`src/rtl/core/sfr_pkg.sv`:
```
`timescale 1ns / 1ps
// Shared types and constants for the stuffed frame receiver.
package sfr_pkg;

  localparam int MAX_FRAME_BYTES = 1024;
  localparam int COUNT_W = 11;
  localparam int CFG_IDX_W = 2;
  localparam int CFG_DATA_W = 11;
  localparam int FIFO_DEPTH = 2;

  localparam logic [7:0] FLAG_BYTE = 8'h7E;
  localparam logic [7:0] ESC_BYTE = 8'h7D;
  localparam logic [7:0] ESC_FLAG = 8'h5E;
  localparam logic [7:0] ESC_ESC = 8'h5D;
  localparam logic [7:0] CTRL_SEQ0 = 8'h00;
  localparam logic [7:0] CTRL_SEQ1 = 8'h80;
  localparam logic [7:0] RR_SEQ0 = 8'hAA;
  localparam logic [7:0] RR_SEQ1 = 8'hAB;
  localparam logic [7:0] REJ_SEQ0 = 8'h54;
  localparam logic [7:0] REJ_SEQ1 = 8'h55;
  localparam logic [7:0] ADDR_RESET = 8'h03;
  localparam logic [COUNT_W-1:0] LIMIT_RESET = COUNT_W'(1024);

  localparam logic [CFG_IDX_W-1:0] REG_ADDRESS = 2'd0;
  localparam logic [CFG_IDX_W-1:0] REG_LIMIT = 2'd1;

  localparam logic [1:0] KIND_DATA = 2'd0;
  localparam logic [1:0] KIND_ACCEPT = 2'd1;
  localparam logic [1:0] KIND_REJECT = 2'd2;
  localparam logic [1:0] KIND_ERROR = 2'd3;

  // One unit of work handed from the front to the back.
  typedef struct packed {
    logic close;
    logic seq;
    logic [7:0] data;
  } op_t;

  typedef struct packed {
    logic [1:0] kind;
    logic [7:0] value;
    logic seq;
    logic last;
  } result_t;

endpackage

```
`src/rtl/core/sfr_ifs.sv`:
```
`timescale 1ns / 1ps
// Channel interfaces: line byte input, result output, config write.
interface sfr_byte_if;
  logic valid;
  logic ready;
  logic [7:0] rx_byte;
  modport source (output valid, output rx_byte, input ready);
  modport sink (input valid, input rx_byte, output ready);
endinterface

interface sfr_result_if;
  logic valid;
  logic ready;
  logic [1:0] kind;
  logic [7:0] value;
  logic seq;
  logic last;
  modport source (output valid, output kind, output value, output seq, output last,
                  input ready);
  modport sink (input valid, input kind, input value, input seq, input last,
                output ready);
endinterface

interface sfr_cfg_if;
  logic valid;
  logic ready;
  logic [1:0] index;
  logic [10:0] data;
  modport source (output valid, output index, output data, input ready);
  modport sink (input valid, input index, input data, output ready);
endinterface

```
`src/rtl/core/sfr_fifo.sv`:
```
`timescale 1ns / 1ps
// Short op queue between the front and back parts.
module sfr_fifo (
  input  logic          clk,
  input  logic          rst,
  input  logic          push,
  input  sfr_pkg::op_t  push_op,
  output logic          full,
  input  logic          pop,
  output logic          empty,
  output sfr_pkg::op_t  pop_op
);
  import sfr_pkg::*;

  localparam int PTR_W = (FIFO_DEPTH > 1) ? $clog2(FIFO_DEPTH) : 1;
  localparam int CNT_W = $clog2(FIFO_DEPTH + 1);

  op_t entries [FIFO_DEPTH];
  logic [PTR_W-1:0] wr_ptr;
  logic [PTR_W-1:0] rd_ptr;
  logic [CNT_W-1:0] count;
  logic do_push;
  logic do_pop;

  assign full = (count == CNT_W'(FIFO_DEPTH));
  assign empty = (count == '0);
  assign do_push = push && !full;
  assign do_pop = pop && !empty;
  assign pop_op = entries[rd_ptr];

  always_ff @(posedge clk) begin
    if (do_push) begin
      entries[wr_ptr] <= push_op;
    end
  end

  always_ff @(posedge clk) begin
    if (rst) begin
      wr_ptr <= '0;
      rd_ptr <= '0;
      count <= '0;
    end else begin
      if (do_push) begin
        wr_ptr <= (wr_ptr == PTR_W'(FIFO_DEPTH - 1)) ? '0 : wr_ptr + 1'b1;
      end
      if (do_pop) begin
        rd_ptr <= (rd_ptr == PTR_W'(FIFO_DEPTH - 1)) ? '0 : rd_ptr + 1'b1;
      end
      count <= count + CNT_W'(do_push) - CNT_W'(do_pop);
    end
  end

  a_no_overflow: assert property (@(posedge clk) disable iff (rst) !(push && full))
    else $error("op pushed into full queue");
  a_count_range: assert property (@(posedge clk) disable iff (rst)
    count <= CNT_W'(FIFO_DEPTH))
    else $error("queue count out of range");

endmodule

```
`src/rtl/core/sfr_front.sv`:
```
`timescale 1ns / 1ps
// Front part: header hunt and destuffing, turns line bytes into ops.
module sfr_front (
  input  logic          clk,
  input  logic          rst,
  sfr_byte_if.sink      rx,
  input  logic [7:0]    address_byte,
  input  logic          queue_full,
  output logic          push,
  output sfr_pkg::op_t  push_op
);
  import sfr_pkg::*;

  localparam logic [2:0] PH_HUNT = 3'd0;
  localparam logic [2:0] PH_FLAG = 3'd1;
  localparam logic [2:0] PH_ADDR = 3'd2;
  localparam logic [2:0] PH_CTRL = 3'd3;
  localparam logic [2:0] PH_DATA = 3'd4;

  logic [2:0] phase;
  logic [2:0] phase_next;
  logic escape_pending;
  logic escape_next;
  logic seq_bit;
  logic seq_next;
  logic accept;
  logic [7:0] b;
  logic [7:0] hdr_check;

  assign rx.ready = !queue_full;
  assign accept = rx.valid && !queue_full;
  assign b = rx.rx_byte;
  assign hdr_check = address_byte ^ (seq_bit ? CTRL_SEQ1 : CTRL_SEQ0);

  always_comb begin
    phase_next = phase;
    escape_next = escape_pending;
    seq_next = seq_bit;
    push = 1'b0;
    push_op.close = 1'b0;
    push_op.seq = seq_bit;
    push_op.data = b;
    if (accept) begin
      case (phase)
        PH_HUNT: begin
          if (b == FLAG_BYTE) phase_next = PH_FLAG;
        end
        PH_FLAG: begin
          if (b == FLAG_BYTE) phase_next = PH_FLAG;
          else if (b == address_byte) phase_next = PH_ADDR;
          else phase_next = PH_HUNT;
        end
        PH_ADDR: begin
          if (b == CTRL_SEQ0 || b == CTRL_SEQ1) begin
            seq_next = (b == CTRL_SEQ1);
            phase_next = PH_CTRL;
          end else if (b == FLAG_BYTE) begin
            phase_next = PH_FLAG;
          end else begin
            phase_next = PH_HUNT;
          end
        end
        PH_CTRL: begin
          if (b == hdr_check) begin
            escape_next = 1'b0;
            phase_next = PH_DATA;
          end else if (b == FLAG_BYTE) begin
            phase_next = PH_FLAG;
          end else begin
            phase_next = PH_HUNT;
          end
        end
        PH_DATA: begin
          if (b == FLAG_BYTE) begin
            push = 1'b1;
            push_op.close = 1'b1;
            escape_next = 1'b0;
            phase_next = PH_FLAG;
          end else if (escape_pending) begin
            escape_next = 1'b0;
            if (b == ESC_FLAG) begin
              push = 1'b1;
              push_op.data = FLAG_BYTE;
            end else if (b == ESC_ESC) begin
              push = 1'b1;
              push_op.data = ESC_BYTE;
            end
          end else if (b == ESC_BYTE) begin
            escape_next = 1'b1;
          end else begin
            push = 1'b1;
          end
        end
        default: begin
          phase_next = PH_HUNT;
        end
      endcase
    end
  end

  always_ff @(posedge clk) begin
    if (rst) begin
      phase <= PH_HUNT;
      escape_pending <= 1'b0;
      seq_bit <= 1'b0;
    end else begin
      phase <= phase_next;
      escape_pending <= escape_next;
      seq_bit <= seq_next;
    end
  end

  a_escape_in_data: assert property (@(posedge clk) disable iff (rst)
    escape_pending |-> phase == PH_DATA)
    else $error("escape pending outside payload");
  a_close_returns_flag: assert property (@(posedge clk) disable iff (rst)
    push && push_op.close |=> phase == PH_FLAG && !escape_pending)
    else $error("closing flag did not return to flag-seen");

endmodule

```
`src/rtl/core/sfr_back.sv`:
```
`timescale 1ns / 1ps
// Back part: byte counting, check tracking, delayed payload and verdicts.
module sfr_back (
  input  logic                        clk,
  input  logic                        rst,
  input  logic                        op_valid,
  input  sfr_pkg::op_t                op,
  output logic                        pop,
  input  logic [sfr_pkg::COUNT_W-1:0] length_limit,
  sfr_result_if.source                res
);
  import sfr_pkg::*;

  localparam logic [COUNT_W:0] MAX_LIMIT = (COUNT_W + 1)'(MAX_FRAME_BYTES);

  logic [7:0] held_byte;
  logic held_valid;
  logic [7:0] running_check;
  logic [COUNT_W-1:0] byte_count;
  logic too_long;
  logic out_valid;
  result_t out_reg;
  logic [COUNT_W:0] limit_now;
  logic [COUNT_W:0] count_inc;
  logic over;

  assign pop = op_valid && (!out_valid || res.ready);
  assign limit_now = ({1'b0, length_limit} > MAX_LIMIT) ? MAX_LIMIT : {1'b0, length_limit};
  assign count_inc = {1'b0, byte_count} + 1'b1;
  assign over = count_inc > limit_now;

  assign res.valid = out_valid;
  assign res.kind = out_reg.kind;
  assign res.value = out_reg.value;
  assign res.seq = out_reg.seq;
  assign res.last = out_reg.last;

  always_ff @(posedge clk) begin
    if (rst) begin
      held_byte <= '0;
      held_valid <= 1'b0;
      running_check <= '0;
      byte_count <= '0;
      too_long <= 1'b0;
      out_valid <= 1'b0;
    end else begin
      if (out_valid && res.ready) out_valid <= 1'b0;
      if (pop) begin
        if (op.close) begin
          out_valid <= 1'b1;
          out_reg.seq <= op.seq;
          out_reg.last <= 1'b1;
          if (too_long || byte_count == '0 || !held_valid) begin
            out_reg.kind <= KIND_ERROR;
            out_reg.value <= '0;
          end else if (held_byte == running_check) begin
            out_reg.kind <= KIND_ACCEPT;
            out_reg.value <= op.seq ? RR_SEQ0 : RR_SEQ1;
          end else begin
            out_reg.kind <= KIND_REJECT;
            out_reg.value <= op.seq ? REJ_SEQ1 : REJ_SEQ0;
          end
          held_byte <= '0;
          held_valid <= 1'b0;
          running_check <= '0;
          byte_count <= '0;
          too_long <= 1'b0;
        end else if (!too_long) begin
          if (over) begin
            too_long <= 1'b1;
          end else begin
            byte_count <= count_inc[COUNT_W-1:0];
            if (held_valid) begin
              out_valid <= 1'b1;
              out_reg.kind <= KIND_DATA;
              out_reg.value <= held_byte;
              out_reg.seq <= op.seq;
              out_reg.last <= 1'b0;
              running_check <= running_check ^ held_byte;
            end
            held_byte <= op.data;
            held_valid <= 1'b1;
          end
        end
      end
    end
  end

  a_held_counted: assert property (@(posedge clk) disable iff (rst)
    held_valid == (byte_count != '0))
    else $error("held byte and count disagree");
  a_count_bound: assert property (@(posedge clk) disable iff (rst)
    {1'b0, byte_count} <= MAX_LIMIT)
    else $error("byte count past frame limit");

endmodule

```
`src/rtl/core/stuffed_frame_receiver_top.sv`:
```
`timescale 1ns / 1ps
// Top level of the stuffed frame receiver.
//
//  channel  dir  word                                  handshake
//  rx       in   rx_byte[7:0]                          valid/ready
//  res      out  kind[1:0] value[7:0] seq last         valid/ready
//  cfg      in   index[1:0] data[10:0]                 valid/ready (ready always high)
//
// One line byte per clock while rx.ready is high; payload goes via queue and held byte.
// The two-entry op queue and result register let rx keep flowing while res stalls.
// rx.ready drops only when the op queue is full.
// Synchronous active-high reset: hunting for flag, address 0x03, limit 1024.
module stuffed_frame_receiver_top (
  input  logic       clk,
  input  logic       rst,
  sfr_byte_if.sink   rx,
  sfr_result_if.source res,
  sfr_cfg_if.sink    cfg
);
  import sfr_pkg::*;

  logic [7:0] address_byte;
  logic [COUNT_W-1:0] length_limit;
  logic push;
  op_t push_op;
  logic full;
  logic pop;
  logic empty;
  op_t pop_op;

  assign cfg.ready = 1'b1;

  always_ff @(posedge clk) begin
    if (rst) begin
      address_byte <= ADDR_RESET;
      length_limit <= LIMIT_RESET;
    end else if (cfg.valid) begin
      case (cfg.index)
        REG_ADDRESS: address_byte <= cfg.data[7:0];
        REG_LIMIT: length_limit <= cfg.data[COUNT_W-1:0];
        default: begin
        end
      endcase
    end
  end

  sfr_front u_front (
    .clk          (clk),
    .rst          (rst),
    .rx           (rx),
    .address_byte (address_byte),
    .queue_full   (full),
    .push         (push),
    .push_op      (push_op)
  );

  sfr_fifo u_fifo (
    .clk     (clk),
    .rst     (rst),
    .push    (push),
    .push_op (push_op),
    .full    (full),
    .pop     (pop),
    .empty   (empty),
    .pop_op  (pop_op)
  );

  sfr_back u_back (
    .clk          (clk),
    .rst          (rst),
    .op_valid     (!empty),
    .op           (pop_op),
    .pop          (pop),
    .length_limit (length_limit),
    .res          (res)
  );

endmodule
```
`src/flat_wrapper.sv`:
```
// flat-port wrapper written by rule: the top's interface ports become plain ports
module stuffed_frame_receiver_top_flat import sfr_pkg::*;
  (clk, rst, rx_valid, rx_rx_byte, rx_ready, res_valid, res_kind, res_value, res_seq, res_last, res_ready, cfg_valid, cfg_index, cfg_data, cfg_ready);
  sfr_byte_if rx_i ();
  sfr_result_if res_i ();
  sfr_cfg_if cfg_i ();
  input  logic clk;
  input  logic rst;
  input wire logic [$bits(rx_i.valid)-1:0] rx_valid;
  input wire logic [$bits(rx_i.rx_byte)-1:0] rx_rx_byte;
  output wire logic [$bits(rx_i.ready)-1:0] rx_ready;
  output wire logic [$bits(res_i.valid)-1:0] res_valid;
  output wire logic [$bits(res_i.kind)-1:0] res_kind;
  output wire logic [$bits(res_i.value)-1:0] res_value;
  output wire logic [$bits(res_i.seq)-1:0] res_seq;
  output wire logic [$bits(res_i.last)-1:0] res_last;
  input wire logic [$bits(res_i.ready)-1:0] res_ready;
  input wire logic [$bits(cfg_i.valid)-1:0] cfg_valid;
  input wire logic [$bits(cfg_i.index)-1:0] cfg_index;
  input wire logic [$bits(cfg_i.data)-1:0] cfg_data;
  output wire logic [$bits(cfg_i.ready)-1:0] cfg_ready;
  assign rx_i.valid = rx_valid;
  assign rx_i.rx_byte = rx_rx_byte;
  assign rx_ready = rx_i.ready;
  assign res_valid = res_i.valid;
  assign res_kind = res_i.kind;
  assign res_value = res_i.value;
  assign res_seq = res_i.seq;
  assign res_last = res_i.last;
  assign res_i.ready = res_ready;
  assign cfg_i.valid = cfg_valid;
  assign cfg_i.index = cfg_index;
  assign cfg_i.data = cfg_data;
  assign cfg_ready = cfg_i.ready;
  stuffed_frame_receiver_top u_core (.clk(clk), .rst(rst), .rx(rx_i), .res(res_i), .cfg(cfg_i));
endmodule
```
`config.mk`:
```
export PLATFORM = sky130hd
export DESIGN_NAME = stuffed_frame_receiver_top_flat
export DESIGN_NICKNAME = d
export VERILOG_FILES = /design/src/rtl/core/sfr_pkg.sv /design/src/rtl/core/sfr_ifs.sv /design/src/rtl/core/sfr_fifo.sv /design/src/rtl/core/sfr_front.sv /design/src/rtl/core/sfr_back.sv /design/src/rtl/core/stuffed_frame_receiver_top.sv /design/src/flat_wrapper.sv
export SDC_FILE = /design/constraint.sdc
export NUM_CORES = 1
export LEC_CHECK = 0
export ABC_AREA = 1
export BUFFER_PORTS_ARGS = -buffer_cell sky130_fd_sc_hd__buf_2
export CORE_ASPECT_RATIO = 1.5
export CORE_UTILIZATION = 23
export DETAILED_ROUTE_END_ITERATION = 10
export PLACE_DENSITY = 0.45
export SLEW_MARGIN = 20
export SYNTH_ARGS = -nofsm -noshare
export SYNTH_HDL_FRONTEND = slang
export SYNTH_SLANG_ARGS = --single-unit
```
`constraint.sdc`:
```
create_clock -name clk -period 3.1 [get_ports clk]
set_clock_uncertainty 0.05 [all_clocks]
set_input_delay 0.775 -clock clk [delete_from_list [all_inputs] [get_ports clk]]
set_output_delay 0.775 -clock clk [all_outputs]
set_load 0.1 [all_outputs]
```
==> results.json, run 1 <==
{
  "clockBufferDepth": 2,
  "slowest_delay_ns": 0.34,
  "post-cts-setup-buffers": 0,
  "wl_met1_um": 4900,
  "drc_errors": 0,
  "final_area_mm2": 0.00565,
  "die-area_mm2": 0.0214,
  "vias": 3878,
  "ctsHtreeMaxLevel": 3,
  "post-synth-top-count-cell": "nand2_1",
  "n_fill_cell": 2292,
  "antenna_found_initial": 0,
  "numPortBuffers": 39,
  "fin_crit_sh_pct": 89.8,
  "ys_seq_area_share_pct": 44.8,
  "die-height_um": 179,
  "cts.repair.resized": 0,
  "netlist_instances": 600,
  "fin_cells": 912,
  "cp_top_family": "simple AND/OR/NAND/NOR gates",
  "drv_cap": 0,
  "ant_nets": 0,
  "syn-num-nets": 641,
  "drv_slew": 0,
  "start_kind": "register",
  "tritoncts": "yes",
  "syn_area_per_cell_um2": 7.96,
  "hold_path_class": "reg -> reg",
  "outcome": "complete, no violations",
  "rsz0062_at_grt": "false",
  "hold_violations": 0,
  "endpoint_kind": "register",
  "slowest_stage": "dfxtp_1",
  "cts_buffers": 9,
  "dpl.cell_count": 896,
  "tns_ns": 0,
  "grt_max_degree": 53,
  "leakagePower_uw": 0.00242,
  "yosysTopAreaCell": "dfxtp_1",
  "cp_data_required_time_ns": 3.11,
  "irDropWorstVdd_v": 0.000509,
  "slew_headroom_pct": 60.8,
  "syn-cell-area_mm2": 0.00478,
  "ys_types": 39,
  "clk_latency_ns": 0.34,
  "synthTopCellsByCount": "121 x nand2_1, 89 x nor2_1, 69 x inv_1, 59 x dfxtp_1, 32 x edfxtp_1",
  "crit_top_cell": "nor2_2",
  "insertedDiodeCount": 0,
  "period_needed_ns": 2.78,
  "synth_warnings": 0,
  "grt_pass1_vias": 3893,
  "rows": 64,
  "ctsRootBufferMaster": "clkbuf_16",
  "powerDensity_mw_per_mm2": 724,
  "final_util_pct": 27.8,
  "dpl_cell_area_mm2": 0.00533,
  "initial_utilization_pct": 23.5,
  "io_pins": 41,
  "timing.hold.ws_ns": 0.401,
  "final-setup-viol-count": 0,
  "synth-edff-count": 32,
  "synthFlopType": "dfxtp_1",
  "viasPerCell": 4.25,
  "drive_gt1_share_pct": 19.1,
  "fmax_ghz": 0.359,
  "wl_per_cell_um": 12.2,
  "ys_seq_elements": 91,
  "path_cells": "ha_1 -> nand2_1 -> nor2_2 -> inv_1 -> nor2_2 -> nand3_1 -> xor2_1 -> inv_1 -> ha_4 -> nand3_2 -> nor2_1 -> nand2_1 -> nand2_2 -> nor2_2 -> nand2_4 -> nand3_4 -> nand3_4 -> nor2_2 -> buf_12",
  "ys_async_sr_fraction_pct": 0,
  "yosysTopAreaCellShare_pct": 24.7,
  "critPathKind": "reg -> reg",
  "grt_pass1_wl_um": 18700,
  "drtIter0Drc": 96,
  "nets": 684,
  "cts.clk_slew.worst_paths_ns": 0.07,
  "ys_top_cells_by_area": "dfxtp_1 25%, edfxtp_1 20%, nand2_1 9.5%",
  "core_area_mm2": 0.0203,
  "worstPathMaxFanout": 12,
  "hold_buffers": 0,
  "die_x_um": 120,
  "syn_to_final_growth_pct": 18.2,
  "gp_congestion": 0.791,
  "route.met3.wl_um": 269,
  "routed_wl_um": 11100,
  "grt_use_total_pct": 11.1,
  "drt_first_pass_iters": 4,
  "dp_hpwl_um": 8450,
  "routed.top_layer": "met4",
  "met2_length_um": 5770,
  "crit_buf_inv": 3,
  "worst_pin_slew_ns": 0.588,
  "grt_remaining_overflow": 0,
  "cp.arrival_ns": 2.80,
  "clock-sinks": 91
}
==> layout by cell type, fill, tap and decap left out, drive strengths merged, types with 2 or more instances in the layout <==
| cell | synthesis | final |
|---|---|---|
| ha | 15 | 15 |
| a21o | 2 | 2 |
| nand4 | 32 | 32 |
| or2 | 6 | 6 |
| clkinvlp | 0 | 2 |
| nand2 | 127 | 127 |
| dfxtp | 59 | 59 |
| edfxtp | 32 | 32 |
| o21bai | 2 | 2 |
| clkinv | 1 | 2 |
| nor2 | 92 | 92 |
| a21oi | 21 | 21 |
| nor3 | 9 | 9 |
| xnor2 | 9 | 9 |
| inv | 73 | 76 |
| nand3 | 24 | 24 |
| xor2 | 13 | 13 |
| buf | 7 | 58 |
| o21ai | 51 | 51 |
| clkbuf | 19 | 10 |
| nand3b | 2 | 2 |
==> cells by family (layout without fill, tap and decap cells) <==
logic type               after synthesis  count (layout)  share of synthesized area, %
AND/OR/NAND/NOR                      294             294                          29.0
buffers and inverters                100             148                          8.59
flip-flops                            91              91                          44.8
AO/OA/AOI/OAI                         77              77                          9.51
XOR/XNOR                              22              22                          4.03
adder cells (fa/ha/maj)               15              15                          3.93
other                                  1               1                        0.0785
==> registers in the layout, summed over array words and instances, names as in the netlist, 3 cells and up, named ones only <==
name	count
u_core.u_back.byte_count	11
u_core.u_back.res.value	8
u_core.u_back.held_byte	8
u_core.u_back.running_check	8
u_core.length_limit	11
u_core.u_front.phase	3
u_core.u_fifo.entries	20
u_core.address_byte	8
==> path summary, 6_finish.rpt <==
path,start,endpoint,depth (start not counted),slack (ns)
max,u_core.u_back.byte_count[1],u_core.u_back.res.seq,19,0.32
max reg2reg,u_core.u_back.byte_count[1],u_core.u_back.res.seq,19,0.32
min reg2reg,u_core.u_fifo.rd_ptr,u_core.u_fifo.rd_ptr,1,0.40
min,u_core.u_fifo.rd_ptr,u_core.u_fifo.rd_ptr,1,0.40
==> metrics by stage <==
stage	worst slack, ns	power (uW)
2_1_floorplan	0.0437	2790
3_3_place_gp	0.150	3080
3_5_place_dp	0.0721	3080
4_1_cts	0.0584	4140
5_1_grt	0.0395	4360
6_report	0.317	4090
==> power by group <==
part	switching, uW	internal [uW]	leakage, uW
Sequential	111	1420	0.000785
Clock	485	554	0.000131
Combinational	1070	446	0.00150
==> worst reg2reg max path, stage by stage (launching register included) <==
cell and delay [ns]:
dfxtp_1 0.34, ha_1 0.18, nand2_1 0.09, nor2_2 0.11, inv_1 0.07, nor2_2 0.12
nand3_1 0.10, xor2_1 0.20, inv_1 0.10, ha_4 0.24, nand3_2 0.09, nor2_1 0.04
nand2_1 0.06, nand2_2 0.05, nor2_2 0.14, nand2_4 0.09, nand3_4 0.08, nand3_4 0.07
nor2_2 0.13, buf_12 0.15
==> layer usage <==
metal,up-vias,track usage (%)
met5,-,0
met4,0,4.32
met3,11,2.08
met2,49,20.7
met1,1780,12.3
li1,2038,-
==> final cells by class <==
class	instances	area (um^2)	area share [%]
Sequential cell	91	2140	38.0
Multi-Input combinational cell	409	2270	40.1
Tap cell	264	330	5.85
Timing Repair Buffer	58	350	6.21
Clock buffer	10	229	4.06
Clock inverter	6	48.8	0.864
Inverter	74	278	4.92
Power figures use the tool's default switching activity.
==> run 2: changes to the inputs <==
--- a/config.mk
+++ b/config.mk
@@ -10,7 +10,7 @@
 export CORE_ASPECT_RATIO = 1.5
 export CORE_UTILIZATION = 23
 export DETAILED_ROUTE_END_ITERATION = 10
-export PLACE_DENSITY = 0.45
+export PLACE_DENSITY_LB_ADDON = 0.08
 export SLEW_MARGIN = 20
 export SYNTH_ARGS = -nofsm -noshare
 export SYNTH_HDL_FRONTEND = slang
==> constraint.sdc (replaced) <==
create_clock -name clk -period 2.5 [get_ports clk]
set_clock_uncertainty 0.05 [all_clocks]
set_input_delay 0.625 -clock clk [delete_from_list [all_inputs] [get_ports clk]]
set_output_delay 0.625 -clock clk [all_outputs]
set_load 0.1 [all_outputs]
==> run 2 against run 1 <==
  * The run now ends with setup timing left
  * Sequential power rose by 25%
  * Combinational power rose by 46%
  * Sequential cell count did not move
  * Critical path depth rose by 1
  * Sequential share of layout area fell by 4.7 points
  * Count of clock-buffer cells in the layout rose by 2
  * Clock power rose by 33%
  * Hold slack barely moved
  * Die area did not move
  * Core utilization rose by 4.0 points
  * Cell count rose by 6.6%
  * Via count rose by 7.4%
  * Critical path type unchanged
  * Largest cell class unchanged
==> results.json, run 2 (synthesized netlist as in run 1, its figures left out) <==
{
  "routed_wl_um": 13000,
  "r2r-start": "u_core.u_back.byte_count[0]",
  "final_area_mm2": 0.00646,
  "drt_first_pass_iters": 4,
  "setup_slack_ns": -0.265,
  "cts.clk_slew.worst_paths_ns": 0.06,
  "slowest_stage": "dfxtp_4",
  "drc_errors": 0,
  "outcome": "complete, but fails checks",
  "wl_per_cell_um": 13.3,
  "n_fill_cell": 2227,
  "reg2reg_depth": 20,
  "grt_remaining_overflow": 0,
  "clock-sinks": 91,
  "grt_pass1_vias": 4338,
  "final_util_pct": 31.7,
  "slew_headroom_pct": 37.2,
  "crit_buf_inv": 5,
  "cp.arrival_ns": 2.99,
  "period_needed_ns": 2.77,
  "irDropWorstVdd_v": 0.000347,
  "final_common_cell": "nand2_1",
  "worstPathMaxFanout": 5,
  "drv_slew": 0,
  "tritoncts": "yes",
  "die-area_mm2": 0.0214,
  "endpoint_kind": "register",
  "largest_reg_flops": 20,
  "cp_top_family": "simple AND/OR/NAND/NOR gates",
  "insertedDiodeCount": 0,
  "regMostFlops": "u_core.u_fifo.entries",
  "tns_ns": -8.48,
  "finalPower_uw": 5510,
  "drtIter0Drc": 94,
  "io_pins": 41,
  "hold_end": "u_core.u_fifo.rd_ptr",
  "violations": "setup timing",
  "final-setup-viol-count": 42,
  "die_x_um": 120,
  "numPortBuffers": 39,
  "grt_max_degree": 56,
  "rsz0062_at_grt": "true",
  "core_area_mm2": 0.0203,
  "hold_path_class": "reg -> reg",
  "clockBufferDepth": 2,
  "nets": 744,
  "ant_nets": 0,
  "path_cells": "ha_4 -> nand2_4 -> nor2_4 -> inv_2 -> nor2_4 -> nand3_2 -> xor2_2 -> inv_2 -> ha_4 -> inv_2 -> nor2_2 -> nand2_1 -> nand3b_1 -> nor2_4 -> nand2_4 -> buf_6 -> nand2_8 -> buf_6 -> nand4_4 -> o21ai_1",
  "gp_congestion": 0.820,
  "rows": 64,
  "worst_pin_slew_ns": 0.938,
  "cp-startpoint": "u_core.u_back.byte_count[0]",
  "timing.hold.ws_ns": 0.402,
  "drive_gt1_share_pct": 32.5,
  "initial_utilization_pct": 23.5,
  "dp_hpwl_um": 9630,
  "viasPerCell": 4.28,
  "grt_use_total_pct": 13.2,
  "die-height_um": 179,
  "fin_crit_sh_pct": 111,
  "cp_data_required_time_ns": 2.72,
  "mostFrequentLayoutCells": "112 x nand2_1, 81 x nor2_1, 65 x buf_4, 57 x inv_1, 56 x dfxtp_1",
  "reg_top3": "u_core.u_fifo.entries (20), u_core.length_limit (11), u_core.u_back.byte_count (11)",
  "critPathKind": "reg -> reg",
  "leakagePower_uw": 0.00277,
  "grt_pass1_wl_um": 21500,
  "vias": 4164,
  "rrSetupSlack_ns": -0.27,
  "reg2reg_to": "u_core.u_back.byte_count[1]",
  "syn_to_final_growth_pct": 35.1,
  "hold_depth": 1,
  "slowest_delay_ns": 0.36,
  "ctsHtreeMaxLevel": 3,
  "fmax_ghz": 0.362,
  "worstHoldStart": "u_core.u_fifo.rd_ptr",
  "antenna_found_initial": 0,
  "drv_cap": 0,
  "clk_latency_ns": 0.35,
  "cts_buffers": 9,
  "start_kind": "register",
  "ctsRootBufferMaster": "clkbuf_16",
  "hold_violations": 0,
  "dpl_cell_area_mm2": 0.00576,
  "powerDensity_mw_per_mm2": 853
}
[run 2: cell types whose count changed in the layout (fill, tap and decap cells not counted), moves of 5 or more]
cell     change
buf_4       +47
inv_1       -12
inv_2       +12
buf_6        +9
nand2_1      -9
ha_1         -6
ha_4         +6
nand2_2      +6
nor2_4       +5
[run 2: what timing repair did]
item,CTS,global route
gates resized for setup,40,29
setup buffers,11,4
pin swaps,23,25
setup endpoints to repair,42,42
hold buffers,0,0
hold endpoints to repair,0,0
gates cloned,2,0
[run 2: where the power goes]
part / switching [uW] / total (uW) / internal, uW
logic: 1470 / 2220 / 748
clock network: 610 / 1380 / 766
registers: 149 / 1910 / 1760
[run 2: per-stage QoR]
stage | cells | setup slack, ns
after CTS | 971 | -0.224
after floorplan | 600 | -0.218
final | 972 | -0.265
after detailed placement | 942 | -0.296
after global routing | 972 | -0.403
after global placement | 942 | -0.265
[run 2: worst max-delay path by stage]
| stage | cells past startpoint | slack (ns) | to |
|---|---|---|---|
| floorplan | 18 | -0.22 | u_core.u_back.res.kind[0] |
| global placement | 14 | -0.26 | u_core.u_back.res.value[1] |
| detailed placement | 19 | -0.30 | u_core.u_back.res.value[3] |
| CTS | 20 | -0.22 | u_core.u_back.res.value[2] |
| global route | 20 | -0.40 | u_core.u_back.res.value[3] |
| finish | 20 | -0.27 | u_core.u_back.byte_count[1] |
[run 2: cell type report]
type / instances / area (um^2) / area share (%)
Clock buffer: 12 / 268 / 4.15
Tap cell: 264 / 330 / 5.12
Inverter: 74 / 278 / 4.30
Multi-Input combinational cell: 410 / 2540 / 39.3
Clock inverter: 4 / 30.0 / 0.465
Sequential cell: 91 / 2150 / 33.3
Timing Repair Buffer: 117 / 860 / 13.3
[run 2: layer usage]
layer | vias up | GRT usage (%) | wire (um)
li1 | 2153 | - | -
met1 | 1919 | 13.9 | 5290
met2 | 65 | 24.7 | 6940
met3 | 27 | 2.43 | 334
met4 | 0 | 6.61 | 407
met5 | - | 0 | 0
